==> src/hdl/hough_line_angle_clustering_macros.svh <==
// Assertion macros shared by the angle clustering RTL.
`ifndef HOUGH_LINE_ANGLE_CLUSTERING_MACROS_SVH
`define HOUGH_LINE_ANGLE_CLUSTERING_MACROS_SVH
`ifndef SYNTHESIS
// Same-cycle implication, sampled on clk, off while rst is high.
`define HLAC_ASSERT_IMP(lbl, ante, cons) \
  lbl: assert property (@(posedge clk) disable iff (rst) (ante) |-> (cons)) \
    else $error("hlac: check failed in %m");
// Next-cycle implication, sampled on clk, off while rst is high.
`define HLAC_ASSERT_NXT(lbl, ante, cons) \
  lbl: assert property (@(posedge clk) disable iff (rst) (ante) |=> (cons)) \
    else $error("hlac: check failed in %m");
`else
`define HLAC_ASSERT_IMP(lbl, ante, cons)
`define HLAC_ASSERT_NXT(lbl, ante, cons)
`endif
`endif

==> src/hdl/hlac_pkg.sv <==
// Types and constants of the Hough line angle clustering block.
`timescale 1ns / 1ps
`default_nettype none
package hlac_pkg;

  localparam int ANGLE_FRAC_BITS = 13;

  localparam int RHO_W     = 17;
  localparam int THETA_W   = 15;
  localparam int STATUS_W  = 3;
  localparam int IDX_W     = 4;
  localparam int COUNT_W   = 8;
  localparam int CFG_IDX_W = 1;

  localparam int RSUM_W  = 25;
  localparam int TSUM_W  = 23;
  localparam int DIV_W   = 25;
  localparam int ENTRY_W = RSUM_W + TSUM_W + COUNT_W;

  // 0.8 and 0.05 rad in Q(ANGLE_FRAC_BITS), rounded
  localparam logic [THETA_W-1:0] MIN_THETA_RST =
    THETA_W'(((4 << ANGLE_FRAC_BITS) + 2) / 5);
  localparam logic [THETA_W-1:0] TOL_RST =
    THETA_W'(((1 << ANGLE_FRAC_BITS) + 10) / 20);

  typedef enum logic [0:0] {
    FUNC_ADD   = 1'b0,
    FUNC_FLUSH = 1'b1
  } func_t;

  typedef enum logic [0:0] {
    KIND_ADD   = 1'b0,
    KIND_FLUSH = 1'b1
  } kind_t;

  typedef enum logic [STATUS_W-1:0] {
    ST_JOINED = 3'd0,
    ST_NEW    = 3'd1,
    ST_REJECT = 3'd2,
    ST_FULL   = 3'd3,
    ST_EMPTY  = 3'd4
  } status_t;

  typedef enum logic [CFG_IDX_W-1:0] {
    CFG_MIN_THETA = 1'b0,
    CFG_TOL       = 1'b1
  } cfg_idx_t;

  typedef enum logic [3:0] {
    S_IDLE,
    S_CHK,
    S_RD,
    S_LAT,
    S_MUL,
    S_TST,
    S_NEW,
    S_DIV,
    S_DIV_WAIT,
    S_EMIT
  } state_t;

  // controller to datapath
  typedef struct packed {
    logic    load_in;
    logic    slot_clr;
    logic    slot_inc;
    logic    rd_en;
    logic    lat;
    logic    mul;
    logic    join_wr;
    logic    new_wr;
    logic    used_clr;
    logic    div_start;
    logic    out_load;
    logic    out_zero;
    logic    out_last;
    kind_t   out_kind;
    status_t out_status;
  } cmd_t;

  // datapath to controller
  typedef struct packed {
    logic is_flush;
    logic below_min;
    logic used_zero;
    logic used_full;
    logic slot_last;
    logic match;
    logic cnt_sat;
    logic div_done;
    logic out_free;
  } sts_t;

endpackage
`default_nettype wire

==> src/hdl/hlac_if.sv <==
// Channel interfaces: line input, result output and register writes.
`timescale 1ns / 1ps
`default_nettype none
interface hlac_in_if;
  import hlac_pkg::*;
  logic                      valid;
  logic                      ready;
  logic                      func;
  logic signed [RHO_W-1:0]   rho;
  logic        [THETA_W-1:0] theta;
  modport source (output valid, func, rho, theta, input ready);
  modport sink   (input valid, func, rho, theta, output ready);
endinterface

interface hlac_out_if;
  import hlac_pkg::*;
  logic                       valid;
  logic                       ready;
  logic                       kind;
  logic        [STATUS_W-1:0] status;
  logic        [IDX_W-1:0]    cluster_index;
  logic signed [RHO_W-1:0]    mean_rho;
  logic        [THETA_W-1:0]  mean_theta;
  logic        [COUNT_W-1:0]  member_count;
  logic                       last;
  modport source (output valid, kind, status, cluster_index, mean_rho, mean_theta,
                  member_count, last, input ready);
  modport sink   (input valid, kind, status, cluster_index, mean_rho, mean_theta,
                  member_count, last, output ready);
endinterface

interface hlac_cfg_if;
  import hlac_pkg::*;
  logic                 valid;
  logic                 ready;
  logic [CFG_IDX_W-1:0] index;
  logic [THETA_W-1:0]   data;
  modport source (output valid, index, data, input ready);
  modport sink   (input valid, index, data, output ready);
endinterface
`default_nettype wire

==> src/hdl/hlac_ram.sv <==
// Generic single-write, single-read RAM with registered read data.
`timescale 1ns / 1ps
`default_nettype none
module hlac_ram #(
  parameter int WIDTH = 8,
  parameter int DEPTH = 16
) (
  input  logic                                   clk,
  input  logic                                   we,
  input  logic [(DEPTH > 1 ? $clog2(DEPTH) : 1)-1:0] waddr,
  input  logic [WIDTH-1:0]                       wdata,
  input  logic                                   re,
  input  logic [(DEPTH > 1 ? $clog2(DEPTH) : 1)-1:0] raddr,
  output logic [WIDTH-1:0]                       rdata
);
  logic [WIDTH-1:0] mem [DEPTH];

  always_ff @(posedge clk) begin
    if (we) begin
      mem[waddr] <= wdata;
    end
    if (re) begin
      rdata <= mem[raddr];
    end
  end
endmodule
`default_nettype wire

==> src/hdl/hlac_div.sv <==
// Bit-serial restoring divider: two dividends over one 8-bit divisor.
`timescale 1ns / 1ps
`default_nettype none
`include "hough_line_angle_clustering_macros.svh"
module hlac_div (
  input  logic                          clk,
  input  logic                          rst,
  input  logic                          start,
  input  logic [hlac_pkg::DIV_W-1:0]    dividend_a,
  input  logic [hlac_pkg::DIV_W-1:0]    dividend_b,
  input  logic [hlac_pkg::COUNT_W-1:0]  divisor,
  output logic [hlac_pkg::DIV_W-1:0]    quot_a,
  output logic [hlac_pkg::DIV_W-1:0]    quot_b,
  output logic                          done
);
  import hlac_pkg::*;

  localparam int CW = $clog2(DIV_W);

  logic               busy;
  logic [CW-1:0]      cnt;
  logic [DIV_W-1:0]   qa, qb;
  logic [COUNT_W-1:0] ra, rb, dv;
  logic [COUNT_W:0]   trial_a, trial_b, sub_a, sub_b;
  logic               ge_a, ge_b;

  assign trial_a = {ra, qa[DIV_W-1]};
  assign trial_b = {rb, qb[DIV_W-1]};
  assign sub_a   = trial_a - {1'b0, dv};
  assign sub_b   = trial_b - {1'b0, dv};
  assign ge_a    = trial_a >= {1'b0, dv};
  assign ge_b    = trial_b >= {1'b0, dv};

  always_ff @(posedge clk) begin
    if (rst) begin
      busy <= 1'b0;
      done <= 1'b0;
      cnt  <= '0;
    end else begin
      done <= 1'b0;
      if (start) begin
        busy <= 1'b1;
        cnt  <= CW'(DIV_W - 1);
      end else if (busy) begin
        if (cnt == '0) begin
          busy <= 1'b0;
          done <= 1'b1;
        end else begin
          cnt <= cnt - CW'(1);
        end
      end
    end
  end

  // dividend bits shift out at the top while quotient bits enter at the bottom
  always_ff @(posedge clk) begin
    if (start) begin
      qa <= dividend_a;
      qb <= dividend_b;
      ra <= '0;
      rb <= '0;
      dv <= divisor;
    end else if (busy) begin
      qa <= {qa[DIV_W-2:0], ge_a};
      qb <= {qb[DIV_W-2:0], ge_b};
      ra <= ge_a ? sub_a[COUNT_W-1:0] : trial_a[COUNT_W-1:0];
      rb <= ge_b ? sub_b[COUNT_W-1:0] : trial_b[COUNT_W-1:0];
    end
  end

  assign quot_a = qa;
  assign quot_b = qb;

  `HLAC_ASSERT_IMP(a_start_idle, start, !busy)
  `HLAC_ASSERT_IMP(a_divisor_nonzero, start, divisor != '0)
  `HLAC_ASSERT_NXT(a_done_after_last, busy && (cnt == '0) && !start, done && !busy)
endmodule
`default_nettype wire

==> src/hdl/hlac_datapath.sv <==
// Datapath: registers, cluster table, match test, divider and result register.
`timescale 1ns / 1ps
`default_nettype none
`include "hough_line_angle_clustering_macros.svh"
module hlac_datapath #(
  parameter int MAX_CLUSTERS = 16
) (
  input  logic                                 clk,
  input  logic                                 rst,
  input  logic                                 in_func,
  input  logic signed [hlac_pkg::RHO_W-1:0]    in_rho,
  input  logic        [hlac_pkg::THETA_W-1:0]  in_theta,
  input  logic                                 cfg_valid,
  output logic                                 cfg_ready,
  input  logic        [hlac_pkg::CFG_IDX_W-1:0] cfg_index,
  input  logic        [hlac_pkg::THETA_W-1:0]  cfg_data,
  input  hlac_pkg::cmd_t                       cmd,
  output hlac_pkg::sts_t                       sts,
  input  logic                                 out_ready,
  output logic                                 out_valid,
  output logic                                 out_kind,
  output logic        [hlac_pkg::STATUS_W-1:0] out_status,
  output logic        [hlac_pkg::IDX_W-1:0]    out_cluster_index,
  output logic signed [hlac_pkg::RHO_W-1:0]    out_mean_rho,
  output logic        [hlac_pkg::THETA_W-1:0]  out_mean_theta,
  output logic        [hlac_pkg::COUNT_W-1:0]  out_member_count,
  output logic                                 out_last
);
  import hlac_pkg::*;

  localparam int SW = (MAX_CLUSTERS > 1) ? $clog2(MAX_CLUSTERS) : 1;
  localparam int UW = $clog2(MAX_CLUSTERS + 1);

  // captured item and configuration
  logic                func_r;
  logic [RHO_W-1:0]    rho_r;
  logic [THETA_W-1:0]  theta_r;
  logic [THETA_W-1:0]  min_theta;
  logic [THETA_W-1:0]  tol;

  logic [UW-1:0]       used;
  logic [SW-1:0]       slot;

  // working copy of one table entry
  logic [RSUM_W-1:0]   e_rsum;
  logic [TSUM_W-1:0]   e_tsum;
  logic [COUNT_W-1:0]  e_cnt;
  logic [TSUM_W-1:0]   p_theta, p_tol;

  logic [RSUM_W-1:0]   rho_ext;
  logic [ENTRY_W-1:0]  new_entry, join_entry, ram_wdata, ram_rdata;
  logic [SW-1:0]       ram_waddr;
  logic                ram_we;
  logic [TSUM_W:0]     diff, absd;
  logic                rneg;
  logic [DIV_W-1:0]    rmag, qa, qb, qa_sgn;
  logic                div_done;

  assign cfg_ready = 1'b1;

  assign rho_ext    = {{(RSUM_W - RHO_W){rho_r[RHO_W-1]}}, rho_r};
  assign new_entry  = {rho_ext, TSUM_W'(theta_r), COUNT_W'(1)};
  assign join_entry = {e_rsum + rho_ext, e_tsum + TSUM_W'(theta_r), e_cnt + COUNT_W'(1)};
  assign ram_we     = cmd.join_wr | cmd.new_wr;
  assign ram_waddr  = cmd.new_wr ? used[SW-1:0] : slot;
  assign ram_wdata  = cmd.new_wr ? new_entry : join_entry;

  hlac_ram #(
    .WIDTH (ENTRY_W),
    .DEPTH (MAX_CLUSTERS)
  ) u_table (
    .clk   (clk),
    .we    (ram_we),
    .waddr (ram_waddr),
    .wdata (ram_wdata),
    .re    (cmd.rd_en),
    .raddr (slot),
    .rdata (ram_rdata)
  );

  always_ff @(posedge clk) begin
    if (rst) begin
      min_theta <= MIN_THETA_RST;
      tol       <= TOL_RST;
    end else if (cfg_valid && cfg_ready) begin
      unique case (cfg_idx_t'(cfg_index))
        CFG_MIN_THETA: min_theta <= cfg_data;
        CFG_TOL:       tol       <= cfg_data;
        default:       ;
      endcase
    end
  end

  always_ff @(posedge clk) begin
    if (rst) begin
      used <= '0;
      slot <= '0;
    end else begin
      if (cmd.used_clr) begin
        used <= '0;
      end else if (cmd.new_wr) begin
        used <= used + UW'(1);
      end
      priority if (cmd.slot_clr) begin
        slot <= '0;
      end else if (cmd.new_wr) begin
        slot <= used[SW-1:0];
      end else if (cmd.slot_inc) begin
        slot <= slot + SW'(1);
      end
    end
  end

  always_ff @(posedge clk) begin
    if (cmd.load_in) begin
      func_r  <= in_func;
      rho_r   <= in_rho;
      theta_r <= in_theta;
    end
    priority if (cmd.lat) begin
      {e_rsum, e_tsum, e_cnt} <= ram_rdata;
    end else if (cmd.new_wr) begin
      {e_rsum, e_tsum, e_cnt} <= new_entry;
    end else if (cmd.join_wr) begin
      {e_rsum, e_tsum, e_cnt} <= join_entry;
    end
    if (cmd.mul) begin
      p_theta <= TSUM_W'(theta_r) * TSUM_W'(e_cnt);
      p_tol   <= TSUM_W'(tol) * TSUM_W'(e_cnt);
    end
  end

  // |theta*n - theta_sum| < tol*n
  assign diff = {1'b0, p_theta} - {1'b0, e_tsum};
  assign absd = diff[TSUM_W] ? (~diff + (TSUM_W + 1)'(1)) : diff;

  assign sts.is_flush  = (func_r == FUNC_FLUSH);
  assign sts.below_min = theta_r < min_theta;
  assign sts.used_zero = (used == '0);
  assign sts.used_full = (used == UW'(MAX_CLUSTERS));
  assign sts.slot_last = ((UW'(slot) + UW'(1)) == used);
  assign sts.match     = absd < {1'b0, p_tol};
  assign sts.cnt_sat   = &e_cnt;
  assign sts.div_done  = div_done;
  assign sts.out_free  = !out_valid || out_ready;

  // divide magnitudes, restore the sign of rho afterwards
  assign rneg   = e_rsum[RSUM_W-1];
  assign rmag   = rneg ? (~e_rsum + RSUM_W'(1)) : e_rsum;
  assign qa_sgn = rneg ? (~qa + DIV_W'(1)) : qa;

  hlac_div u_div (
    .clk        (clk),
    .rst        (rst),
    .start      (cmd.div_start),
    .dividend_a (rmag),
    .dividend_b (DIV_W'(e_tsum)),
    .divisor    (e_cnt),
    .quot_a     (qa),
    .quot_b     (qb),
    .done       (div_done)
  );

  always_ff @(posedge clk) begin
    if (rst) begin
      out_valid <= 1'b0;
    end else if (cmd.out_load) begin
      out_valid <= 1'b1;
    end else if (out_ready) begin
      out_valid <= 1'b0;
    end
  end

  always_ff @(posedge clk) begin
    if (cmd.out_load) begin
      out_kind   <= cmd.out_kind;
      out_status <= cmd.out_status;
      out_last   <= cmd.out_last;
      if (cmd.out_zero) begin
        out_cluster_index <= '0;
        out_mean_rho      <= '0;
        out_mean_theta    <= '0;
        out_member_count  <= '0;
      end else begin
        out_cluster_index <= IDX_W'(slot);
        out_mean_rho      <= qa_sgn[RHO_W-1:0];
        out_mean_theta    <= qb[THETA_W-1:0];
        out_member_count  <= e_cnt;
      end
    end
  end

  `HLAC_ASSERT_IMP(a_load_when_free, cmd.out_load, !out_valid || out_ready)
  `HLAC_ASSERT_IMP(a_no_new_when_full, cmd.new_wr, used != UW'(MAX_CLUSTERS))
  `HLAC_ASSERT_NXT(a_clear_empties, cmd.used_clr, used == '0)
endmodule
`default_nettype wire

==> src/hdl/hlac_ctrl.sv <==
// Controller: sequences search, update, division and result transfers.
`timescale 1ns / 1ps
`default_nettype none
module hlac_ctrl (
  input  logic           clk,
  input  logic           rst,
  input  logic           in_valid,
  output logic           in_ready,
  input  hlac_pkg::sts_t sts,
  output hlac_pkg::cmd_t cmd
);
  import hlac_pkg::*;

  state_t  state, state_next;
  status_t res_status, res_status_next;

  always_ff @(posedge clk) begin
    if (rst) begin
      state      <= S_IDLE;
      res_status <= ST_JOINED;
    end else begin
      state      <= state_next;
      res_status <= res_status_next;
    end
  end

  always_comb begin
    state_next      = state;
    res_status_next = res_status;
    in_ready        = 1'b0;
    cmd             = '0;
    cmd.out_kind    = sts.is_flush ? KIND_FLUSH : KIND_ADD;
    cmd.out_status  = res_status;
    cmd.out_zero    = (res_status == ST_REJECT) || (res_status == ST_FULL) ||
                      (res_status == ST_EMPTY);
    cmd.out_last    = !sts.is_flush || sts.used_zero || sts.slot_last;
    unique case (state)
      S_IDLE: begin
        in_ready = 1'b1;
        if (in_valid) begin
          cmd.load_in = 1'b1;
          state_next  = S_CHK;
        end
      end
      S_CHK: begin
        cmd.slot_clr = 1'b1;
        if (sts.is_flush) begin
          if (sts.used_zero) begin
            res_status_next = ST_EMPTY;
            state_next      = S_EMIT;
          end else begin
            res_status_next = ST_JOINED;
            state_next      = S_RD;
          end
        end else if (sts.below_min) begin
          res_status_next = ST_REJECT;
          state_next      = S_EMIT;
        end else if (sts.used_zero) begin
          state_next = S_NEW;
        end else begin
          state_next = S_RD;
        end
      end
      S_RD: begin
        cmd.rd_en  = 1'b1;
        state_next = S_LAT;
      end
      S_LAT: begin
        cmd.lat    = 1'b1;
        state_next = sts.is_flush ? S_DIV : S_MUL;
      end
      S_MUL: begin
        cmd.mul    = 1'b1;
        state_next = S_TST;
      end
      S_TST: begin
        if (sts.match) begin
          // a saturated cluster still reports joined but keeps its sums
          res_status_next = ST_JOINED;
          cmd.join_wr     = !sts.cnt_sat;
          state_next      = S_DIV;
        end else if (sts.slot_last) begin
          state_next = S_NEW;
        end else begin
          cmd.slot_inc = 1'b1;
          state_next   = S_RD;
        end
      end
      S_NEW: begin
        if (sts.used_full) begin
          res_status_next = ST_FULL;
          state_next      = S_EMIT;
        end else begin
          cmd.new_wr      = 1'b1;
          res_status_next = ST_NEW;
          state_next      = S_DIV;
        end
      end
      S_DIV: begin
        cmd.div_start = 1'b1;
        state_next    = S_DIV_WAIT;
      end
      S_DIV_WAIT: begin
        if (sts.div_done) begin
          state_next = S_EMIT;
        end
      end
      S_EMIT: begin
        if (sts.out_free) begin
          cmd.out_load = 1'b1;
          if (sts.is_flush && !sts.used_zero && !sts.slot_last) begin
            cmd.slot_inc = 1'b1;
            state_next   = S_RD;
          end else begin
            cmd.used_clr = sts.is_flush;
            state_next   = S_IDLE;
          end
        end
      end
      default: state_next = S_IDLE;
    endcase
  end
endmodule
`default_nettype wire

==> src/hdl/hough_line_angle_clustering.sv <==
// Top level: angle clustering of Hough lines, controller plus datapath.
//
//  channel   dir  handshake       payload
//  lines     in   valid / ready   func, rho, theta
//  results   out  valid / ready   kind, status, cluster_index, mean_rho,
//                                 mean_theta, member_count, last
//  cfg       in   valid / ready   index, data (ready always high)
//
// One item at a time. Rejected adds and empty flushes skip the table; a full-table
// add searches every slot first. Joins, new clusters and each cluster reported by a
// flush run the 25-step serial divider, and each searched slot takes one table read.
// Reset is synchronous and empties the table. A stalled result holds in the output
// register; the next result stalls the input.
`timescale 1ns / 1ps
`default_nettype none
module hough_line_angle_clustering #(
  parameter int MAX_CLUSTERS = 16
) (
  input  logic              clk,
  input  logic              rst,
  hlac_in_if.sink           lines,
  hlac_out_if.source        results,
  hlac_cfg_if.sink          cfg
);
  import hlac_pkg::*;

  cmd_t cmd;
  sts_t sts;

  hlac_ctrl u_ctrl (
    .clk      (clk),
    .rst      (rst),
    .in_valid (lines.valid),
    .in_ready (lines.ready),
    .sts      (sts),
    .cmd      (cmd)
  );

  hlac_datapath #(
    .MAX_CLUSTERS (MAX_CLUSTERS)
  ) u_dp (
    .clk               (clk),
    .rst               (rst),
    .in_func           (lines.func),
    .in_rho            (lines.rho),
    .in_theta          (lines.theta),
    .cfg_valid         (cfg.valid),
    .cfg_ready         (cfg.ready),
    .cfg_index         (cfg.index),
    .cfg_data          (cfg.data),
    .cmd               (cmd),
    .sts               (sts),
    .out_ready         (results.ready),
    .out_valid         (results.valid),
    .out_kind          (results.kind),
    .out_status        (results.status),
    .out_cluster_index (results.cluster_index),
    .out_mean_rho      (results.mean_rho),
    .out_mean_theta    (results.mean_theta),
    .out_member_count  (results.member_count),
    .out_last          (results.last)
  );
endmodule
`default_nettype wire
==> src/flat_wrapper.sv <==
// flat-port wrapper written by rule: the top's interface ports become plain ports
module hough_line_angle_clustering_flat import hlac_pkg::*;
#(
  parameter int MAX_CLUSTERS = 16
)
  (clk, rst, lines_valid, lines_func, lines_rho, lines_theta, lines_ready, results_valid, results_kind, results_status, results_cluster_index, results_mean_rho, results_mean_theta, results_member_count, results_last, results_ready, cfg_valid, cfg_index, cfg_data, cfg_ready);
  hlac_in_if lines_i ();
  hlac_out_if results_i ();
  hlac_cfg_if cfg_i ();
  input  logic clk;
  input  logic rst;
  input wire logic [$bits(lines_i.valid)-1:0] lines_valid;
  input wire logic [$bits(lines_i.func)-1:0] lines_func;
  input wire logic [$bits(lines_i.rho)-1:0] lines_rho;
  input wire logic [$bits(lines_i.theta)-1:0] lines_theta;
  output wire logic [$bits(lines_i.ready)-1:0] lines_ready;
  output wire logic [$bits(results_i.valid)-1:0] results_valid;
  output wire logic [$bits(results_i.kind)-1:0] results_kind;
  output wire logic [$bits(results_i.status)-1:0] results_status;
  output wire logic [$bits(results_i.cluster_index)-1:0] results_cluster_index;
  output wire logic [$bits(results_i.mean_rho)-1:0] results_mean_rho;
  output wire logic [$bits(results_i.mean_theta)-1:0] results_mean_theta;
  output wire logic [$bits(results_i.member_count)-1:0] results_member_count;
  output wire logic [$bits(results_i.last)-1:0] results_last;
  input wire logic [$bits(results_i.ready)-1:0] results_ready;
  input wire logic [$bits(cfg_i.valid)-1:0] cfg_valid;
  input wire logic [$bits(cfg_i.index)-1:0] cfg_index;
  input wire logic [$bits(cfg_i.data)-1:0] cfg_data;
  output wire logic [$bits(cfg_i.ready)-1:0] cfg_ready;
  assign lines_i.valid = lines_valid;
  assign lines_i.func = lines_func;
  assign lines_i.rho = lines_rho;
  assign lines_i.theta = lines_theta;
  assign lines_ready = lines_i.ready;
  assign results_valid = results_i.valid;
  assign results_kind = results_i.kind;
  assign results_status = results_i.status;
  assign results_cluster_index = results_i.cluster_index;
  assign results_mean_rho = results_i.mean_rho;
  assign results_mean_theta = results_i.mean_theta;
  assign results_member_count = results_i.member_count;
  assign results_last = results_i.last;
  assign results_i.ready = results_ready;
  assign cfg_i.valid = cfg_valid;
  assign cfg_i.index = cfg_index;
  assign cfg_i.data = cfg_data;
  assign cfg_ready = cfg_i.ready;
  hough_line_angle_clustering #(.MAX_CLUSTERS(MAX_CLUSTERS)) u_core (.clk(clk), .rst(rst), .lines(lines_i), .results(results_i), .cfg(cfg_i));
endmodule
==> config.mk <==
export PLATFORM = sky130hd
export DESIGN_NAME = hough_line_angle_clustering_flat
export DESIGN_NICKNAME = d
export VERILOG_FILES = /design/src/hdl/hlac_pkg.sv /design/src/hdl/hlac_if.sv /design/src/hdl/hlac_ram.sv /design/src/hdl/hlac_div.sv /design/src/hdl/hlac_datapath.sv /design/src/hdl/hlac_ctrl.sv /design/src/hdl/hough_line_angle_clustering.sv /design/src/flat_wrapper.sv
export VERILOG_INCLUDE_DIRS = /design/src /design/src/hdl
export SDC_FILE = /design/constraint.sdc
export NUM_CORES = 2
export LEC_CHECK = 0
export ABC_AREA = 1
export BUFFER_PORTS_ARGS = -buffer_cell sky130_fd_sc_hd__clkbuf_2
export CAP_MARGIN = 20
export CORE_ASPECT_RATIO = 1.75
export CORE_MARGIN = 3
export CORE_UTILIZATION = 55
export CTS_CLUSTER_DIAMETER = 40
export DETAILED_ROUTE_END_ITERATION = 8
export GPL_TIMING_DRIVEN = 0
export PLACE_DENSITY = 0.69
export SYNTH_ARGS = -nofsm -noshare
export SYNTH_HDL_FRONTEND = slang
export SYNTH_SLANG_ARGS = --single-unit
==> constraint.sdc <==
create_clock -name clk -period 9.1 [get_ports clk]
set_input_delay 1.365 -clock clk [delete_from_list [all_inputs] [get_ports clk]]
set_output_delay 1.365 -clock clk [all_outputs]
set_load 0.02 [all_outputs]
==> out/metrics.cfg <==
[clock_network]
cts_tree = done
cts_buffers = 116
cts_sinks = 1264
post-cts-setup-buffer-count = 0
root_buffer = clkbuf_16
cts_resized = 0
cts_htree_levels = 3
clk_latency_ns = 0.78
cts_buffer_depth = 3
hold_buffers = 0
clkSlewWorstSetupHoldPaths_ns = 0.06

[worst_setup_path]
cpLargestDelayFamily = simple AND/OR/NAND/NOR gates
critPathMaxStageDelay_ns = 0.68
ff2ff_path_depth = 29
start_kind = flop
arrival_ns = 7.41
crit_slowest_cell = nor2_4
worstSetupPathType = reg2reg
path_max_fanout = 24
path_common_cell = nand2_1
crit_path_end_kind = flop
worstSetupPathDepth = 29
cp_num_buf_inv = 6
critical_path_required_ns = 9.53

[layout]
n_fill_cell = 8810
final_nets = 6479
utilization_pct = 62.60
final_cells = 7631
area_delta_synth_final_pct = 12.51
drive_gt1_share_pct = 7.609
mostFrequentLayoutCell = edfxtp_1
layout_common_cells = 1192 x edfxtp_1, 931 x nand2_1, 674 x nor2_1

[timing]
worst_slew_pin_slew_ns = 1.289
rsz0062_at_grt = no
setup_ws_ns = 2.114
hold_violations = 0
hold_slack_ns = 0.4648
skew_ns = 0.05322
slew_headroom_pct = 14.10
post-route-min-period_ns = 6.986
setup_viol = 0
slew_viol_final = 0
fmaxAchievable_mhz = 143.1
tns_ns = 0
post-route-period-util_pct = 76.77

[drt]
routed_wl_um = 197600
drc = 0
vias = 46409
drt_iter0_drc = 5301
first_pass_iters = 6
ant_nets = 0
wl_per_cell_um = 25.89
viasPerCell = 6.082

[synthesis]
ys_warn_count = 0
synth.yosys.seq_area_share_pct = 59.81
synth-edff-count = 1192
synth-main-ff-cell = edfxtp_1
syn_area_per_cell_um2 = 10.84
syn_area_mm2 = 0.06225
synth_cells = 5745
synth_nets = 6169
synthArstFlopShare_pct = 0
ys_ff_latch = 1264
ys_types = 53

[power]
max-vdd-ir-drop_uv = 193.6
cellPowerDensity_mw_per_mm2 = 272.1
p_seq_share_pct = 40.1
intPower_w = 0.01233
switching_share_pct = 35.32
power_frac_comb_pct = 34.0
power.leakage_nw = 27.01
power_switching_w = 0.006730
clkPwrFrac_pct = 25.8

[placed_design]
hpwl_um = 146500
post-place-ws_ns = 2.145
dp_cells = 7407
globalplace.congestion = 0.9662
port_buffers = 104

[floorplanning]
initial_utilization_pct = 55.64
die_area_mm2 = 0.1174
die_height_um = 451.1
placementRows = 162
core_area_mm2 = 0.1119
die_w_um = 260.3
io_pins = 106

[flow_run]
drv_cap = 0

[worst_hold_path]
hold_path.class = reg2reg
hold-path-cell-count = 2

[global_routing]
grt_antenna_before_repair = 4
track_usage_pct = 33.38
grt_max_degree = 57
grt_pass1_vias = 46821
grt_pass1_wl_um = 286200
grt.overflow.total = 0

[outcome]
outcome = complete, no violations

[path summary, 6_finish.rpt]
| check | from | endpoint | slack [ns] |
|---|---|---|---|
| min | u_core.u_dp.min_theta[14]$_SDFFE_PP0P_ | u_core.u_dp.min_theta[14]$_SDFFE_PP0P_ | 0.46 |
| max | u_core.u_dp.e_tsum[1]$_DFFE_PP_ | u_core.u_dp.u_table.mem[14][16]$_DFFE_PP_ | 2.11 |
| min reg2reg | u_core.u_dp.min_theta[14]$_SDFFE_PP0P_ | u_core.u_dp.min_theta[14]$_SDFFE_PP0P_ | 0.46 |
| max reg2reg | u_core.u_dp.e_tsum[1]$_DFFE_PP_ | u_core.u_dp.u_table.mem[14][16]$_DFFE_PP_ | 2.11 |
[worst reg2reg max path, delay by kind of cell, from the launching register on]
| family | cells | cell delay [ns] |
|---|---|---|
| compound gates | 5 | 0.98 |
| xor+xnor | 1 | 0.15 |
| fa+ha+maj | 2 | 0.60 |
| buf+inv | 6 | 1.40 |
| flops | 1 | 0.67 |
| simple gates | 15 | 2.87 |
[per-layer routing]
metal	up-vias	part of all wire (%)	GRT usage (%)
li1	20584	-	-
met1	22348	32	34.41
met2	2603	50	58.68
met3	872	7.8	5.300
met4	2	10	28.43
met5	-	0.0066	0
[logic make-up (layout without fill, tap and decap cells)]
group	count (synthesis)	count (layout)	synth area share, %
buffers and inverters	884	1290	5.370
flip-flops	1264	1264	59.81
adder cells (fa/ha/maj)	370	370	9.378
AO/OA/AOI/OAI	1200	1200	11.34
XOR/XNOR	129	129	1.827
AND/OR/NAND/NOR	1897	1897	12.27
other	1	5	0.006024
[registers in the layout, indices dropped and copies added (netlist names), 5 cells and up]
signal	count
u_core.u_dp.rho_r	17
u_core.u_dp.e_tsum	23
u_core.u_dp.p_theta	23
u_core.u_dp.u_div.dv	8
u_core.u_dp.u_div.rb	8
u_core.u_dp.u_div.quot_b	25
u_core.u_dp.u_table.rdata	56
u_core.u_dp.out_mean_theta	15
u_core.u_dp.e_rsum	25
u_core.u_dp.out_mean_rho	17
u_core.u_dp.tol	15
u_core.u_dp.out_member_count	8
u_core.u_dp.theta_r	15
u_core.u_dp.u_table.mem	896
u_core.u_dp.u_div.cnt	5
u_core.u_dp.u_div.quot_a	25
u_core.u_dp.min_theta	15
u_core.u_dp.used	5
u_core.u_dp.e_cnt	8
u_core.u_dp.p_tol	23
u_core.u_dp.u_div.ra	8
[cells in the mapped netlist (3+ instances only)]
cell type  count  area share [%]
a211oi_1       5           0.060
a21boi_0       3           0.036
a21o_1         6           0.072
a21oi_1      181             1.5
a31oi_1       27            0.27
buf_1         16           0.096
buf_2          5           0.040
clkbuf_1     277             1.7
clkbuf_4       3           0.036
dfxtp_1       72             2.3
edfxtp_1    1192              57
fa_1         161             5.2
ha_1         209             4.2
inv_1        573             3.5
inv_2          6           0.036
nand2_1      932             5.6
nand2_2       16            0.16
nand3_1      153             1.2
nand3_2        8            0.13
nand3b_1       6           0.072
nand4_1       26            0.26
nor2_1       691             4.2
nor2_2         8           0.080
nor3_1        32            0.26
nor3b_1        5           0.060
nor4_1         5           0.050
o211ai_1      74            0.89
o21a_1         6           0.072
o21ai_0      630             5.1
o21ai_1       12           0.096
o21bai_1      12            0.14
o221ai_1     166             2.3
o22ai_1       65            0.65
o31ai_1        4           0.048
or2_2          9           0.090
xnor2_1       45            0.63
xor2_1        83             1.2
[area by class of cell]
class / count / area [um2] / area share (%)
multi-input cells: 3597 / 21870 / 31.23
diodes: 4 / 10.01 / 0.01429
well taps: 1476 / 1847 / 2.637
clock buffers: 136 / 2998 / 4.280
flip-flops and latches: 1264 / 37240 / 53.16
clock inverters: 78 / 823.3 / 1.175
plain buffers: 303 / 1162 / 1.660
inverters: 581 / 2181 / 3.114
repair buffers: 192 / 1909 / 2.726
[per-stage QoR]
step	instance area, um2	power [W]
final	70040	0.01906
after floorplan	62250	0.01210
after detailed placement	66140	0.01414
after global placement	64620	0.01384
after CTS	69960	0.01900
after global routing	70040	0.02003
[power groups by stage]
stage / Clock (W) / Sequential, W / Combinational [W]
after detailed placement: 0 / 0.00776 / 0.00638
after CTS: 0.00494 / 0.00764 / 0.00642
after global placement: 0 / 0.00783 / 0.00601
final: 0.00493 / 0.00764 / 0.00649
after floorplan: 0 / 0.00771 / 0.00439
after global routing: 0.00516 / 0.00765 / 0.00722
Note: power is estimated with default switching activity, not from simulation.
